[src/sv/trlc_pkg.sv]
// ----------------------------------------------------------------------------
// trlc_pkg
// constants and types for the three rotor letter cipher
// ----------------------------------------------------------------------------
package trlc_pkg;

  localparam int unsigned TRLC_ALPHABET_SIZE = 26;
  localparam int unsigned TRLC_NUM_ROTORS    = 3;

  localparam int unsigned CHAR_W  = 8;
  localparam int unsigned ENTRY_W = 5;
  localparam int unsigned SEL_W   = 2;
  localparam int unsigned POS_W   = 5;
  // table entry plus offset, before the mod reduction
  localparam int unsigned SUM_W     = ENTRY_W + 1;
  localparam int unsigned LUT_DEPTH = 2 ** SUM_W;

  localparam logic [CHAR_W-1:0] UPPER_FIRST = 8'd65;
  localparam logic [CHAR_W-1:0] UPPER_LAST  = 8'd90;
  localparam logic [CHAR_W-1:0] LOWER_FIRST = 8'd97;
  localparam logic [CHAR_W-1:0] LOWER_LAST  = 8'd122;

  typedef enum logic {
    OP_LOAD   = 1'b0,
    OP_CIPHER = 1'b1
  } op_e;

endpackage

[src/sv/three_rotor_letter_cipher.sv]
// ----------------------------------------------------------------------------
// three_rotor_letter_cipher
// rotor substitution cipher on letter bytes with odometer offset stepping
// ----------------------------------------------------------------------------
// usage
//   input channel: in_valid_i / in_stall_o, one beat per item. op_i = load
//   writes entry_value_i into rotor rotor_select_i at table_position_i and
//   gives no result. op_i = cipher sends char_in_i through all rotor tables
//   and gives one result beat on the output channel.
//   output channel: out_valid_o / out_stall_i, char_out_o held while stalled.
//   a result is registered and appears in the cycle after its input beat is accepted.
//   throughput: one item per cycle unless stalled; the whole rotor chain and
//   the offset update are evaluated in the accept cycle into their registers.
//   in_stall_o is high only while a result waits and out_stall_i is high.
//   reset clears all offsets and the output valid; rotor tables are not
//   cleared and must be loaded before letters are sent.
//   non-letter bytes pass unchanged and do not step the offsets.
// ----------------------------------------------------------------------------
module three_rotor_letter_cipher
  import trlc_pkg::*;
#(
  parameter int unsigned ALPHABET_SIZE = TRLC_ALPHABET_SIZE,
  parameter int unsigned NUM_ROTORS    = TRLC_NUM_ROTORS
) (
  input  logic              clk_i,
  input  logic              rst_ni,
  input  logic              in_valid_i,
  output logic              in_stall_o,
  input  logic              op_i,
  input  logic [SEL_W-1:0]  rotor_select_i,
  input  logic [POS_W-1:0]  table_position_i,
  input  logic [ENTRY_W-1:0] entry_value_i,
  input  logic [CHAR_W-1:0] char_in_i,
  output logic              out_valid_o,
  input  logic              out_stall_i,
  output logic [CHAR_W-1:0] char_out_o
);

  localparam int unsigned IDX_W = (ALPHABET_SIZE > 1) ? $clog2(ALPHABET_SIZE) : 1;
  localparam logic [IDX_W-1:0] OFF_LAST = IDX_W'(ALPHABET_SIZE - 1);

  logic                in_acc;
  logic                load_acc;
  logic                ciph_acc;
  logic                letter_acc;
  logic                pos_ok;
  logic                is_upper;
  logic                is_lower;
  logic                is_letter;
  logic [CHAR_W-1:0]   base;
  logic [ENTRY_W-1:0]  chain_v [NUM_ROTORS+1];
  logic [CHAR_W-1:0]   cipher_char;
  logic [IDX_W-1:0]    mod_lut [LUT_DEPTH];
  logic [IDX_W-1:0]    offs_q [NUM_ROTORS];
  logic [IDX_W-1:0]    offs_d [NUM_ROTORS];
  logic [NUM_ROTORS-1:0] step;
  logic                out_valid_q;
  logic                out_valid_d;
  logic [CHAR_W-1:0]   char_out_q;
  logic [CHAR_W-1:0]   char_out_d;

  // handshake
  assign in_stall_o = out_valid_q && out_stall_i;
  assign in_acc     = in_valid_i && !in_stall_o;
  assign load_acc   = in_acc && (op_e'(op_i) == OP_LOAD);
  assign ciph_acc   = in_acc && (op_e'(op_i) == OP_CIPHER);
  assign letter_acc = ciph_acc && is_letter;
  assign pos_ok     = 32'(table_position_i) < ALPHABET_SIZE;

  // letter classification
  assign is_upper  = (char_in_i >= UPPER_FIRST) && (char_in_i <= UPPER_LAST);
  assign is_lower  = (char_in_i >= LOWER_FIRST) && (char_in_i <= LOWER_LAST);
  assign is_letter = is_upper || is_lower;
  assign base      = is_upper ? UPPER_FIRST : LOWER_FIRST;
  assign chain_v[0] = ENTRY_W'(char_in_i - base);

  // constant mod table for entry plus offset
  for (genvar i = 0; i < LUT_DEPTH; i++) begin : g_mod_lut
    assign mod_lut[i] = IDX_W'(i % ALPHABET_SIZE);
  end

  // one table per rotor, each read at a single place in the chain
  for (genvar r = 0; r < NUM_ROTORS; r++) begin : g_rotor
    logic [ENTRY_W-1:0] tbl_q [ALPHABET_SIZE];
    logic [SUM_W-1:0]   sum;
    logic [IDX_W-1:0]   rd_idx;
    logic               wr_en;

    assign wr_en = load_acc && pos_ok && (32'(rotor_select_i) == r);

    always_ff @(posedge clk_i) begin
      if (wr_en) begin
        tbl_q[table_position_i[IDX_W-1:0]] <= entry_value_i;
      end
    end

    assign sum          = SUM_W'(chain_v[r]) + SUM_W'(offs_q[r]);
    assign rd_idx       = mod_lut[sum];
    assign chain_v[r+1] = tbl_q[rd_idx];
  end

  assign cipher_char = base + CHAR_W'(chain_v[NUM_ROTORS]);

  // odometer stepping
  always_comb begin
    step[0] = letter_acc;
    for (int r = 1; r < NUM_ROTORS; r++) begin
      step[r] = step[r-1] && (offs_q[r-1] == OFF_LAST);
    end
    for (int r = 0; r < NUM_ROTORS; r++) begin
      offs_d[r] = offs_q[r];
      if (step[r]) begin
        offs_d[r] = (offs_q[r] == OFF_LAST) ? '0 : offs_q[r] + IDX_W'(1);
      end
    end
  end

  always_ff @(posedge clk_i or negedge rst_ni) begin
    if (!rst_ni) begin
      for (int r = 0; r < NUM_ROTORS; r++) begin
        offs_q[r] <= '0;
      end
    end else begin
      for (int r = 0; r < NUM_ROTORS; r++) begin
        offs_q[r] <= offs_d[r];
      end
    end
  end

  // output register
  always_comb begin
    out_valid_d = out_valid_q;
    char_out_d  = char_out_q;
    if (ciph_acc) begin
      out_valid_d = 1'b1;
      char_out_d  = is_letter ? cipher_char : char_in_i;
    end else if (!out_stall_i) begin
      out_valid_d = 1'b0;
    end
  end

  always_ff @(posedge clk_i or negedge rst_ni) begin
    if (!rst_ni) begin
      out_valid_q <= 1'b0;
    end else begin
      out_valid_q <= out_valid_d;
    end
  end

  always_ff @(posedge clk_i) begin
    char_out_q <= char_out_d;
  end

  assign out_valid_o = out_valid_q;
  assign char_out_o  = char_out_q;

endmodule

[config.mk]
export PLATFORM = sky130hd
export DESIGN_NAME = three_rotor_letter_cipher
export DESIGN_NICKNAME = d
export VERILOG_FILES = /design/src/sv/trlc_pkg.sv /design/src/sv/three_rotor_letter_cipher.sv
export SDC_FILE = /design/constraint.sdc
export NUM_CORES = 1
export LEC_CHECK = 0
export BUFFER_PORTS_ARGS = -buffer_cell sky130_fd_sc_hd__buf_4
export CORE_AREA = 3 3 200 182
export DETAILED_ROUTE_END_ITERATION = 16
export DIE_AREA = 0 0 203 185
export GPL_TIMING_DRIVEN = 0
export PLACE_DENSITY = 0.71
export SLEW_MARGIN = 20
export SYNTH_ARGS = -nofsm -noshare
export SYNTH_HDL_FRONTEND = slang
export SYNTH_SLANG_ARGS = --single-unit
[constraint.sdc]
create_clock -name clk_i -period 12.5 [get_ports clk_i]
set_input_delay 2.5 -clock clk_i [delete_from_list [all_inputs] [get_ports clk_i]]
set_output_delay 2.5 -clock clk_i [all_outputs]
set_load 0.01 [all_outputs]
# == After elaboration in Yosys (flattened, before gate mapping) ==
# Memory sizes are Yosys's and may differ from the RTL's.
# Index checks and enable logic that the tools add are counted.
# word_totals
ramBits,390
regBits,24
n_memories,6
word_cells,72
latchBits,0
mem_bits_ro,960
output_inout_bits,10
# classes
n_mux,19
n_shift,0
n_reduce_logical,16
n_eq_ne,6
addsub,8
order_cmp,8
bitwise,4
multipliers,0
n_div,0
# memory_table
name,words,word_bits,rd,rd_ports_with_merged_regs,wr,line,rtl
(name not given),64,5,1,0,0,three_rotor_letter_cipher.sv:98,assign rd_idx = mod_lut[sum];
(name not given),64,5,1,0,0,three_rotor_letter_cipher.sv:98,
(name not given),64,5,1,0,0,three_rotor_letter_cipher.sv:98,
g_rotor[0].tbl_q,26,5,1,0,1,three_rotor_letter_cipher.sv:84,logic [ENTRY_W-1:0] tbl_q [ALPHABET_SIZE];
g_rotor[1].tbl_q,26,5,1,0,1,three_rotor_letter_cipher.sv:84,
g_rotor[2].tbl_q,26,5,1,0,1,three_rotor_letter_cipher.sv:84,
# ops
cell,n
$mux 5,9
$ge 7x7->1 const B,3
$not 6->7,3
$add 5x5->6,3
$ge 8x7->1 const B,2
$le 8x7->1 const B,2
$add 5x1->5 const B,3
$eq 5x5->1 const B,3
$logic_and 1x1->1,13
$add 7x5->8,1
$mux 1,8
$mux 8,1
$mux 6,1
$lt 5x5->1 const B,1
$sub 5x5->5,1
$eq 2x1->1 const B,1
$eq 2x2->1 const B,1
$logic_not 2->1,1
$ne 2x1->1 const B,1
$logic_not 1->1,1
$logic_or 1x1->1,1
$not 1->1,1

# == Logic depth before layout (Yosys ltp) ==
# Gate-level depths: netlist of the first run.
# An unclocked memory read counts as a cell.
# depth
ltp_word,24
depth_mapped,53
depth_no_buf,49

# == Worst setup path before layout of the first run ==
# Ideal clock, no wire load.
# synth_timing
path_kind,in2reg
startpoint,input port char_in_i[0]
endpoint,"register char_out_q[4] (netlist: char_out_o[4]), data pin"
path_stages,47
arrival_ps,12620
setup_time_ps,271
required_time_ps,12229
n_path_buf,4
path_slack_ps,-391
path_cell_list,inv_1 ha_1 inv_1 ha_1 a21o_1 a21oi_1 o21bai_1 a21oi_1 a41oi_1 o21ai_1 buf_2 mux4_2 o31a_1 ha_1 fa_1 xnor2_1 inv_1 ha_1 [11 not listed] xnor2_1 inv_1 ha_1 inv_1 a211o_1 o2111ai_2 o21ai_4 a21o_1 buf_6 mux4_2 mux2_2 nand3_1 and4_1 inv_1 ha_1 nor3b_1 xor2_1 a21oi_1
# synth_via
elab_chain_cells,21
elab_cells_between_ends,28
classes_between,5 x add/sub; 4 x order compare; 7 x mux; 3 x bitwise; 3 x reduce/logical; 6 x memory
# synth_lines
element,line,rtl
"start, declared",three_rotor_letter_cipher.sv:33,"input logic [CHAR_W-1:0] char_in_i,"
$sub 5x5->5,three_rotor_letter_cipher.sv:75,assign chain_v[0] = ENTRY_W'(char_in_i - base);
$add 5x5->6,three_rotor_letter_cipher.sv:97,assign sum = SUM_W'(chain_v[r]) + SUM_W'(offs_q[r]);
$not 6->7 (implied by the code),three_rotor_letter_cipher.sv:98,
$mem_v2 64x5,-,
$mux 5 (implied by the code) (2 in series),three_rotor_letter_cipher.sv:98,
$mem_v2 26x5,-,
$add 5x5->6,three_rotor_letter_cipher.sv:97,
$not 6->7 (implied by the code),three_rotor_letter_cipher.sv:98,
[3 not listed],-,
$mem_v2 26x5,-,
$add 5x5->6,three_rotor_letter_cipher.sv:97,
$not 6->7 (implied by the code),three_rotor_letter_cipher.sv:98,
$mem_v2 64x5,-,
$mux 5 (implied by the code) (2 in series),three_rotor_letter_cipher.sv:98,
$mem_v2 26x5,-,
$add 7x5->8,three_rotor_letter_cipher.sv:102,assign cipher_char = base + CHAR_W'(chain_v[NUM_ROTORS]);
$mux 8 *,three_rotor_letter_cipher.sv:136,char_out_d = is_letter ? cipher_char : char_in_i;
"end signal, assigned",three_rotor_letter_cipher.sv:151,char_out_q <= char_out_d;
"end, declared",three_rotor_letter_cipher.sv:59,logic [CHAR_W-1:0] char_out_q;
# Every way passes the cells marked *; elsewhere a longest branch is shown, timed or not. The select of a mux whose other input is x is not followed.
# A chain may end at the register's enable or synchronous reset.

# == Final worst setup path of the first run ==
# layout_timing
startpoint,input port char_in_i[1]
endpoint,"register char_out_q[3] (netlist: char_out_o[3]), data pin"
# The elaborated chain is that of the path after synthesis.

==> results of run 1 <==
[through the flow]
| step | std cells | TNS, ns | setup slack (ns) |
|---|---|---|---|
| after global placement | 1802 | -16.30 | -2.28 |
| after floorplan | 1307 | 0 | 0.0367 |
| after global routing | 1924 | -0.475 | -0.175 |
| after detailed placement | 1803 | -18.53 | -2.53 |
| final | 1924 | 0 | 0.276 |
| after CTS | 1894 | 0 | 0.0133 |
[synthesized netlist by cell type, drive strengths merged, types with 24 or more instances]
| library cell | count | area share, % |
|---|---|---|
| o21ai | 28 | 0.92 |
| nand3 | 25 | 0.66 |
| nor2 | 122 | 2.5 |
| nor3 | 29 | 0.88 |
| a211oi | 38 | 1.5 |
| edfxtp | 398 | 63 |
| nand2 | 87 | 1.7 |
| ha | 32 | 2.1 |
| mux4 | 40 | 4.8 |
| clkbuf | 26 | 0.52 |
| inv | 24 | 0.48 |
| buf | 30 | 0.89 |
| nor2b | 37 | 1.2 |
| a21oi | 75 | 2.1 |
| mux2i | 99 | 5.3 |
[sequential cells by signal (all words and copies together) (netlist names)]
| register | flops |
|---|---|
| out_valid_o | 1 |
| char_out_o | 8 |
| offs_q | 15 |
| g_rotor.tbl_q | 390 |
[worst min path at each step]
stage / start / to / slack, ns / cells after the start
6_report: offs_q[10] / offs_q[10] / 0.60 / 1
5_1_grt: offs_q[9] / offs_q[9] / 0.62 / 1
4_1_cts: offs_q[9] / offs_q[9] / 0.60 / 1
3_5_place_dp: offs_q[9] / offs_q[9] / 0.58 / 1
3_3_place_gp: offs_q[14] / offs_q[14] / 0.58 / 1
2_1_floorplan: offs_q[9] / offs_q[9] / 0.54 / 1
[cell usage in the layout (no fill, tap or decap), types with 22 or more instances in the layout]
master / count
buf_4: 83
clkbuf_16: 42
nor3_1: 23
clkbuf_1: 26
edfxtp_1: 398
nor2b_1: 37
a211oi_1: 32
nor2_1: 116
a21oi_1: 55
mux2i_1: 89
mux4_2: 40
ha_1: 22
nand2_1: 81
nand3_1: 24
[layout make-up]
type                       count  area [um2]  share of cell area (%)
tap                          462         578                    2.60
multi-input combinational    813        6820                    30.7
inverter                      24        90.1                   0.406
clock buffer                  53        1090                    4.92
buffer                        53         413                    1.86
clock inverter                23         208                   0.936
timing repair buffer          82         644                    2.90
sequential                   414       12400                    55.6
[timing repair]
item                                    CTS  global route
pin swaps                                20            44
resized for setup                        83           125
buffers inserted                         16            31
cloned                                    1             0
endpoints found under the hold margin     0             0
endpoints found under the setup margin    8             8
[critical path: cells and delay by family]
family | cells | cell delay, ns
AO/OA/AOI/OAI | 16 | 3.06
adder cells (fa/ha/maj) | 7 | 2.06
multiplexers | 6 | 1.90
buffers and inverters | 11 | 1.32
XOR/XNOR | 4 | 0.75
AND/OR/NAND/NOR | 8 | 0.91
[cells by family after synthesis]
logic type | share of synthesized area (%)
XOR/XNOR | 0.836
AND/OR/NAND/NOR | 8.95
adder cells (fa/ha/maj) | 2.44
buffers and inverters | 1.89
AO/OA/AOI/OAI | 9.52
multiplexers | 10.8
flip-flops | 65.5
[layer usage]
layer | GRT usage (%) | vias to the layer above
li1 | - | 5322
met1 | 34.4 | 5864
met2 | 37.3 | 524
met3 | 4.90 | 88
met4 | 7.18 | 0
met5 | 0 | -
==> results.md, run 1 <==
* Final net count at 1,489
* Critical path's slowest cell: mux4_2
* Setup crit start: char_in_i[1]
* Synthesized area per cell at roughly 14 um2
* WL met3 at 3830 um
* Std cell rows at 64
* # IOs at 35
* Syn Nets at approximately 1,400
* Die H at 185 um
* CP max FO at 9
* Die ar. at approximately 0.038 mm2
* DP HPWL at 29,700 um
* Crit path time final at 12.22 ns
* Fin Hold WS at a little over 0.6 ns
* DRT Wirelength at between 40,000 and 50,000 um
* Final design utilization at between 60% and 70%
* CP Data Arrival Time at ~12 ns
* Distinct cell type count after synthesis at 76
* Antenna cells at 0
* First-pass GRT wire length at between 60,000 and 70,000 um
* Synth-to-layout area growth at 17.8%
* Vias in the first global route at roughly 11,000
* Fin. Hold Viols at 0
* Placed cell areas at 0.0197 mm2
* YS warnings at 0
* Worst slew pin tran at ~0.87 ns
* Met1 Wirelength at roughly 19,000 um
* DR pass1 iterations at 6
* Register bit total from synthesis at ~410
* Port-buffer cells at 33
* Setup Crit Path Kind: input port to flop
* End of the critical path: char_out_o[3]
* Wire length per cell at ~24 um
* CTS Buf Count at between 40 and 50
* CTS tree: yes
* Setup crit start kind: input port
* Main synth FF type: edfxtp_1
* Worst path most repeated cell: buf_4
* Fin area at approximately 0.022 mm2
* Slew HR at between 40% and 50%
* Layout cells sized above 1 at a little under a quarter
* Critical path capture point type: flop
* Max Cap Viol at 0
* Critical Path RT at about 13 ns
* Hold Crit Class: flop to flop
* EDFF count, synth at roughly 400
* Initial antenna violation count at 0
* DR vias/cell at between 6 and 7
* Core area at roughly 0.034 mm2
* Post-DRT Antenna Nets at 0
* Reg2reg end: char_out_o[3]
* Clock buffer depth at 3
* Total Routing Usage GR at a little under a quarter
* Post-Syn Area at around 0.019 mm2
* Gp weighted congestion at around 0.90
* Slowest cell delay on critical path at about 0.52 ns
* Root Buffer: clkbuf_16
* Cts hold-fix bufs at 0
* Fmax at between 0.08 and 0.09 GHz
* Period utilization at between 90% and 100%
* Slew Limit Fails at 0
* Sequential element share of the synthesized area at 65.5%
* DR vias at 11,800
* Outcome: completed
* Top routing layer in use: met4
* Met2 routed WL at around 21,000 um
* Worst skew pair latency at 0.55 ns
* Flop-to-flop setup slack at 2.10 ns
* Mapped Cells at ~1,300
* Chip Width at roughly 200 um
* Final Setup Violations at 0
* Clock slew at reported path FFs at roughly 0.06 ns
* Worst R2R Start: offs_q[10]
* DRC errors left at 0
* Starting Density at 55.1%
* Reg2reg path depth at 47
* Fillers at between 2,000 and 2,500
* Asr flop ratio synth at 3.86%
* H-tree levels at 2
* Largest net degree at the start of global routing at a little under 80
* Clock sink count at 414
* GRT overflow at 0
* Worst Skew at about 0.023 ns
* Initial detailed-routing violation count at about 1,300
Power of run 1 is not shown: default switching activity piles up to over one toggle a cycle in this logic, so the estimate is an artifact.
==> run 2: changes to the inputs <==
==> constraint.sdc (replaced) <==
create_clock -name clk_i -period 13.8 [get_ports clk_i]
set_input_delay 2.76 -clock clk_i [delete_from_list [all_inputs] [get_ports clk_i]]
set_output_delay 2.76 -clock clk_i [all_outputs]
set_load 0.01 [all_outputs]
==> results.md, run 2 (synthesis results as in run 1) <==
* Outcome: completed
* DP HPWL at 29,700 um (+0.18%)
* Die ar. at 0.0376 mm2 (unchanged)
* Slew Limit Fails at 0 (unchanged)
* Final design utilization at 62.6% (-2.3 points)
* Std cell rows at 64 (unchanged)
* Synth-to-layout area growth at 13.6%
* GRT overflow at 0 (unchanged)
* Vias in the first global route at 11,400 (+0.83%)
* Final Setup Violations at 0 (unchanged)
* First-pass GRT wire length at 67,300 um (-0.48%)
* DR pass1 iterations at 6 (unchanged)
* Worst skew pair latency at 0.55 ns (about the same)
* DRC errors left at 0 (unchanged)
* Period utilization at between 90% and 100%
* Commonest non-fill, non-tap cell in the layout: edfxtp_1
* Critical Path RT at 14.07 ns (+1.30 ns)
* Root Buffer: clkbuf_16
* # IOs at 35 (unchanged)
* Worst Skew at 0.0160 ns (-0.00742 ns)
* Fmax at between 0.07 and 0.08 GHz
* DR vias at 11,800 (-0.29%)
* Clock buffer depth at 3 (unchanged)
* Total Routing Usage GR at 23.6% (-0.24 points)
* Hold path depth at 1 (unchanged)
* Core area at 0.0342 mm2 (unchanged)
* Clock slew at reported path FFs at 0.06 ns (about the same)
* Initial antenna violation count at 0 (unchanged)
* Setup Crit Path Kind: input port to flop
* H-tree levels at 2 (unchanged)
* CP max FO at 10 (+1)
* Hold Crit Class: flop to flop
* Crit path time final at 13.38 ns
* DRT Wirelength at 44,500 um (-2.2%)
* Critical path capture point type: flop
* Max Cap Viol at 0 (unchanged)
* Commonest cells after routing, fill and taps aside: 398 x edfxtp_1, 118 x nor2_1, 96 x mux2i_1
* CP Data Arrival Time at 13.65 ns (+1.16 ns)
* Setup crit start kind: input port
* Worst path most repeated cell: buf_4
* Slew HR at 41.6% (-0.36 points)
* Slowest cell delay on critical path at 0.55 ns (+0.03 ns)
* DR vias/cell at 6.22 (+1.5%)
* Chip Width at 203 um (unchanged)
* Wire length per cell at 23.5 um (-0.53%)
* CTS Buf Count at 43 (+4.9%)
* Critical path's slowest cell: fa_2
* Register area at 0.0124 mm2 (unchanged)
* Reg2reg path depth at 48 (+2.1%)
* Max reg flops at 390 (unchanged)
* Clock sink count at 414 (unchanged)
* Post-DRT Antenna Nets at 0 (unchanged)
* Layout cells sized above 1 at 17.6% (-6.2 points)
* CTS tree: yes
* Initial detailed-routing violation count at 1,080 (-14%)
* Cts hold-fix bufs at 0 (unchanged)
* Largest net degree at the start of global routing at 79 (unchanged)
* Die H at 185 um (unchanged)
* Gp weighted congestion at 0.909 (+0.49%)
* Fillers at 2,464 (+1.9%)
* Fin. Hold Viols at 0 (unchanged)
* Port-buffer cells at 33 (unchanged)
* Antenna cells at 0 (unchanged)
* Multi-input logic area at 0.00638 mm2 (-6.5%)
* Final net count at 1,458 (-2.1%)
* Worst slew pin tran at 0.876 ns (+0.00536 ns)
* Starting Density at 55.1% (unchanged)
==> run 2: cell types whose count changed in the layout (fill, tap and decap cells not counted), moves of 5 or more <==
cell     delta
buf_4      -27
a21oi_1    +10
buf_6      -10
ha_1       +10
mux2i_1     +7
a21oi_2     -6
ha_4        -6
nand2_1     +5
==> run 2: repair_timing <==
action | CTS | global route
pin swaps | 5 | 8
buffers inserted | 8 | 6
gates resized for setup | 22 | 48
setup endpoints to repair | 8 | 8
==> run 2: layout make-up <==
cell class / count / share of cell area, %
Buffer: 54 / 1.42
Clock buffer: 51 / 5.26
Clock inverter: 25 / 1.07
Inverter: 24 / 0.421
Multi-Input combinational cell: 813 / 29.8
Sequential cell: 414 / 57.7
Tap cell: 462 / 2.70
Timing Repair Buffer: 48 / 1.68
==> run 2: per-layer routing <==
layer	vias up	part of all wire (%)	wire [um]	track usage, %
li1	5260	-	-	-
met1	5882	42	18500	33.5
met2	533	46	20600	37.3
met3	89	9.3	4150	5.15
met4	0	2.8	1240	6.93
met5	-	0	0	0
==> run 2: path summary, 6_finish.rpt <==
path | slack [ns] | start | endpoint
min in group asynchronous | 2.07 | rst_ni | out_valid_o
hold reg to reg | 0.60 | offs_q[14] | offs_q[14]
setup / recovery | 0.42 | char_in_i[1] | char_out_o[4]
max in group asynchronous | 11.55 | rst_ni | offs_q[5]
setup reg to reg | 2.57 | offs_q[10] | char_out_o[4]
hold / removal | 0.60 | offs_q[14] | offs_q[14]
==> run 2: metrics by stage <==
step	hold WS, ns	instance area, um2	cells	setup TNS [ns]	setup slack [ns]
floorplan	0.539	18800	1307	0	0.649
global placement	0.579	19700	1802	-12.22	-1.79
detailed placement	0.593	19700	1803	-13.67	-1.94
CTS	0.609	21200	1886	0	0.0872
global route	0.652	21400	1891	-0.111	-0.0822
finish	0.602	21400	1891	0	0.420
==> run 2: critical path: cells and delay by family <==
family / cells / cell delay (ns)
buffers and inverters: 14 / 2.16
multiplexers: 5 / 1.80
AO/OA/AOI/OAI: 18 / 3.30
AND/OR/NAND/NOR: 7 / 1.24
adder cells (fa/ha/maj): 7 / 1.95
XOR/XNOR: 2 / 0.44
Power of run 2 is left out for the same reason.
==> run 3: changes to the inputs <==
==> constraint.sdc (replaced) <==
create_clock -name clk_i -period 14.7 [get_ports clk_i]
set_input_delay 2.94 -clock clk_i [delete_from_list [all_inputs] [get_ports clk_i]]
set_output_delay 2.94 -clock clk_i [all_outputs]
set_load 0.01 [all_outputs]
==> results.md, run 3 (synthesis results as in run 1) <==
* Cell count after placement at 1,803 (unchanged)
* Core area at 0.0342 mm2 (unchanged)
* Final net count at 1,447 (-0.75%)
* Commonest cells after routing, fill and taps aside: 398 x edfxtp_1, 118 x nor2_1, 97 x mux2i_1
* Setup Crit Path Kind: input port to flop
* DRC errors left at 0 (unchanged)
* Crit path max-delay family: compound AO/OA/AOI/OAI gates
* Antenna cells at 0 (unchanged)
* Chip Width at 203 um (unchanged)
* Largest net degree at the start of global routing at 79 (unchanged)
* Cts hold-fix bufs at 0 (unchanged)
* DR vias/cell at 6.20 (-0.42%)
* Clock slew at reported path FFs at 0.06 ns (about the same)
* CTS Buf Count at 43 (unchanged)
* Clock buffer depth at 3 (unchanged)
* M2 GR Usage at 37.4% (about the same)
* DR vias at 11,600 (-0.99%)
* Layout cells sized above 1 at 15.7% (-1.8 points)
* Slew Limit Fails at 0 (unchanged)
* PnR worst setup slack at 0.617 ns (+0.197 ns)
* Clock sink count at 414 (unchanged)
* Critical path's slowest cell: mux4_2
* Worst Skew at 0.0175 ns (+0.00148 ns)
* Wire length per cell at 23.5 um (-0.15%)
* Post-place setup slack at -1.22 ns (+0.720 ns)
* # IOs at 35 (unchanged)
* Outcome: completed
* Post-DRT Antenna Nets at 0 (unchanged)
* CP max FO at 10 (unchanged)
* Commonest non-fill, non-tap cell in the layout: edfxtp_1
* Fmax at between 0.07 and 0.08 GHz
* GRT overflow at 0 (unchanged)
* Total Routing Usage GR at 23.6% (-0.031 points)
* H-tree levels at 2 (unchanged)
* Period utilization at between 90% and 100%
* Worst path most repeated cell: ha_1
* Buf/Inv on CP at 11 (-3)
* Slew HR at 40.6% (-0.96 points)
* Max Cap Viol at 0 (unchanged)
* Fillers at 2,485 (+0.85%)
* DR pass1 iterations at 5 (-1)
* DP HPWL at 29,700 um (unchanged)
* Flop-to-flop setup slack at 2.90 ns (+0.33 ns)
* Crit path time final at 14.08 ns
* Setup crit start kind: input port
* Initial antenna violation count at 0 (unchanged)
* First-pass GRT wire length at 67,200 um (-0.18%)
* Finished Layout Cells at 1,880 (-0.58%)
* Starting Density at 55.1% (unchanged)
* Std cell rows at 64 (unchanged)
* DRT Wirelength at 44,100 um (-0.73%)
* Final Setup Violations at 0 (unchanged)
* Port-buffer cells at 33 (unchanged)
* CTS tree: yes
* Slowest cell delay on critical path at 0.53 ns (-0.02 ns)
* Fin. Hold Viols at 0 (unchanged)
* Max reg flops at 390 (unchanged)
* Critical path capture point type: flop
* GR Util met3 at 5.24% (+0.088 points)
* Synth-to-layout area growth at 12.6%
* Routing usage on met1 at 33.4% (-0.12 points)
* Die ar. at 0.0376 mm2 (unchanged)
* Initial detailed-routing violation count at 1,079 (-0.093%)
* Vias in the first global route at 11,400 (-0.070%)
* Critical Path RT at 14.98 ns (+0.91 ns)
* Worst slew pin tran at 0.890 ns (+0.0143 ns)
* Die H at 185 um (unchanged)
* Hold Crit Class: flop to flop
* Gp weighted congestion at 0.909 (unchanged)
* Root Buffer: clkbuf_16
* Global route hottest layer: met2
* CP Data Arrival Time at 14.36 ns (+0.71 ns)
* Worst skew pair latency at 0.55 ns (about the same)
-- run 3: area by class of cell --
type / count / area, um2 / share of cell area [%]
Sequential cell: 414 / 12400 / 58.2
Multi-Input combinational cell: 813 / 6280 / 29.6
Clock buffer: 51 / 1130 / 5.31
Tap cell: 462 / 578 / 2.72
Buffer: 54 / 279 / 1.32
Timing Repair Buffer: 37 / 278 / 1.31
Clock inverter: 25 / 229 / 1.08
Inverter: 24 / 90.1 / 0.425
-- run 3: stage by stage --
| step | cell area [um2] | hold WS (ns) | setup TNS (ns) | util, % |
|---|---|---|---|---|
| 4_1_cts | 21100 | 0.609 | 0 | 61.7 |
| 6_report | 21200 | 0.610 | 0 | 62.1 |
| 3_3_place_gp | 19700 | 0.579 | -6.46 | 57.5 |
| 3_5_place_dp | 19700 | 0.593 | -7.91 | 57.6 |
| 2_1_floorplan | 18800 | 0.539 | 0 | - |
| 5_1_grt | 21200 | 0.653 | -0.0360 | 62.1 |
-- run 3: repair_timing --
| action | 4_1_cts | 5_1_grt |
|---|---|---|
| setup buffers | 2 | 1 |
| pin swaps | 0 | 3 |
| setup endpoints to repair | 8 | 8 |
| gates resized for setup | 7 | 28 |
-- run 3: worst register-to-register path, delay by kind of cell, from the launching register on --
family,cells,cell delay [ns]
simple gates,5,0.97
fa+ha+maj,7,2.25
buf+inv,8,1.56
xor+xnor,4,1.20
mux,5,1.80
compound gates,16,3.35
flops,1,0.45
-- run 3: worst paths after layout --
| check | from | endpoint | cells after the start |
|---|---|---|---|
| worst max-delay path | char_in_i[0] | char_out_o[4] | 49 |
| worst min-delay path | offs_q[14] | offs_q[14] | 1 |
| worst max register to register | offs_q[10] | char_out_o[4] | 45 |
| worst min register to register | offs_q[14] | offs_q[14] | 1 |
| max in group asynchronous | rst_ni | offs_q[5] | 1 |
| min in group asynchronous | rst_ni | offs_q[3] | 1 |
-- run 3: routing by layer --
layer,routed length (um),part of all wire [%]
met5,0,0
met4,1210,2.7
met3,3870,8.8
met2,20400,46
met1,18700,42
Power of run 3 is left out for the same reason.
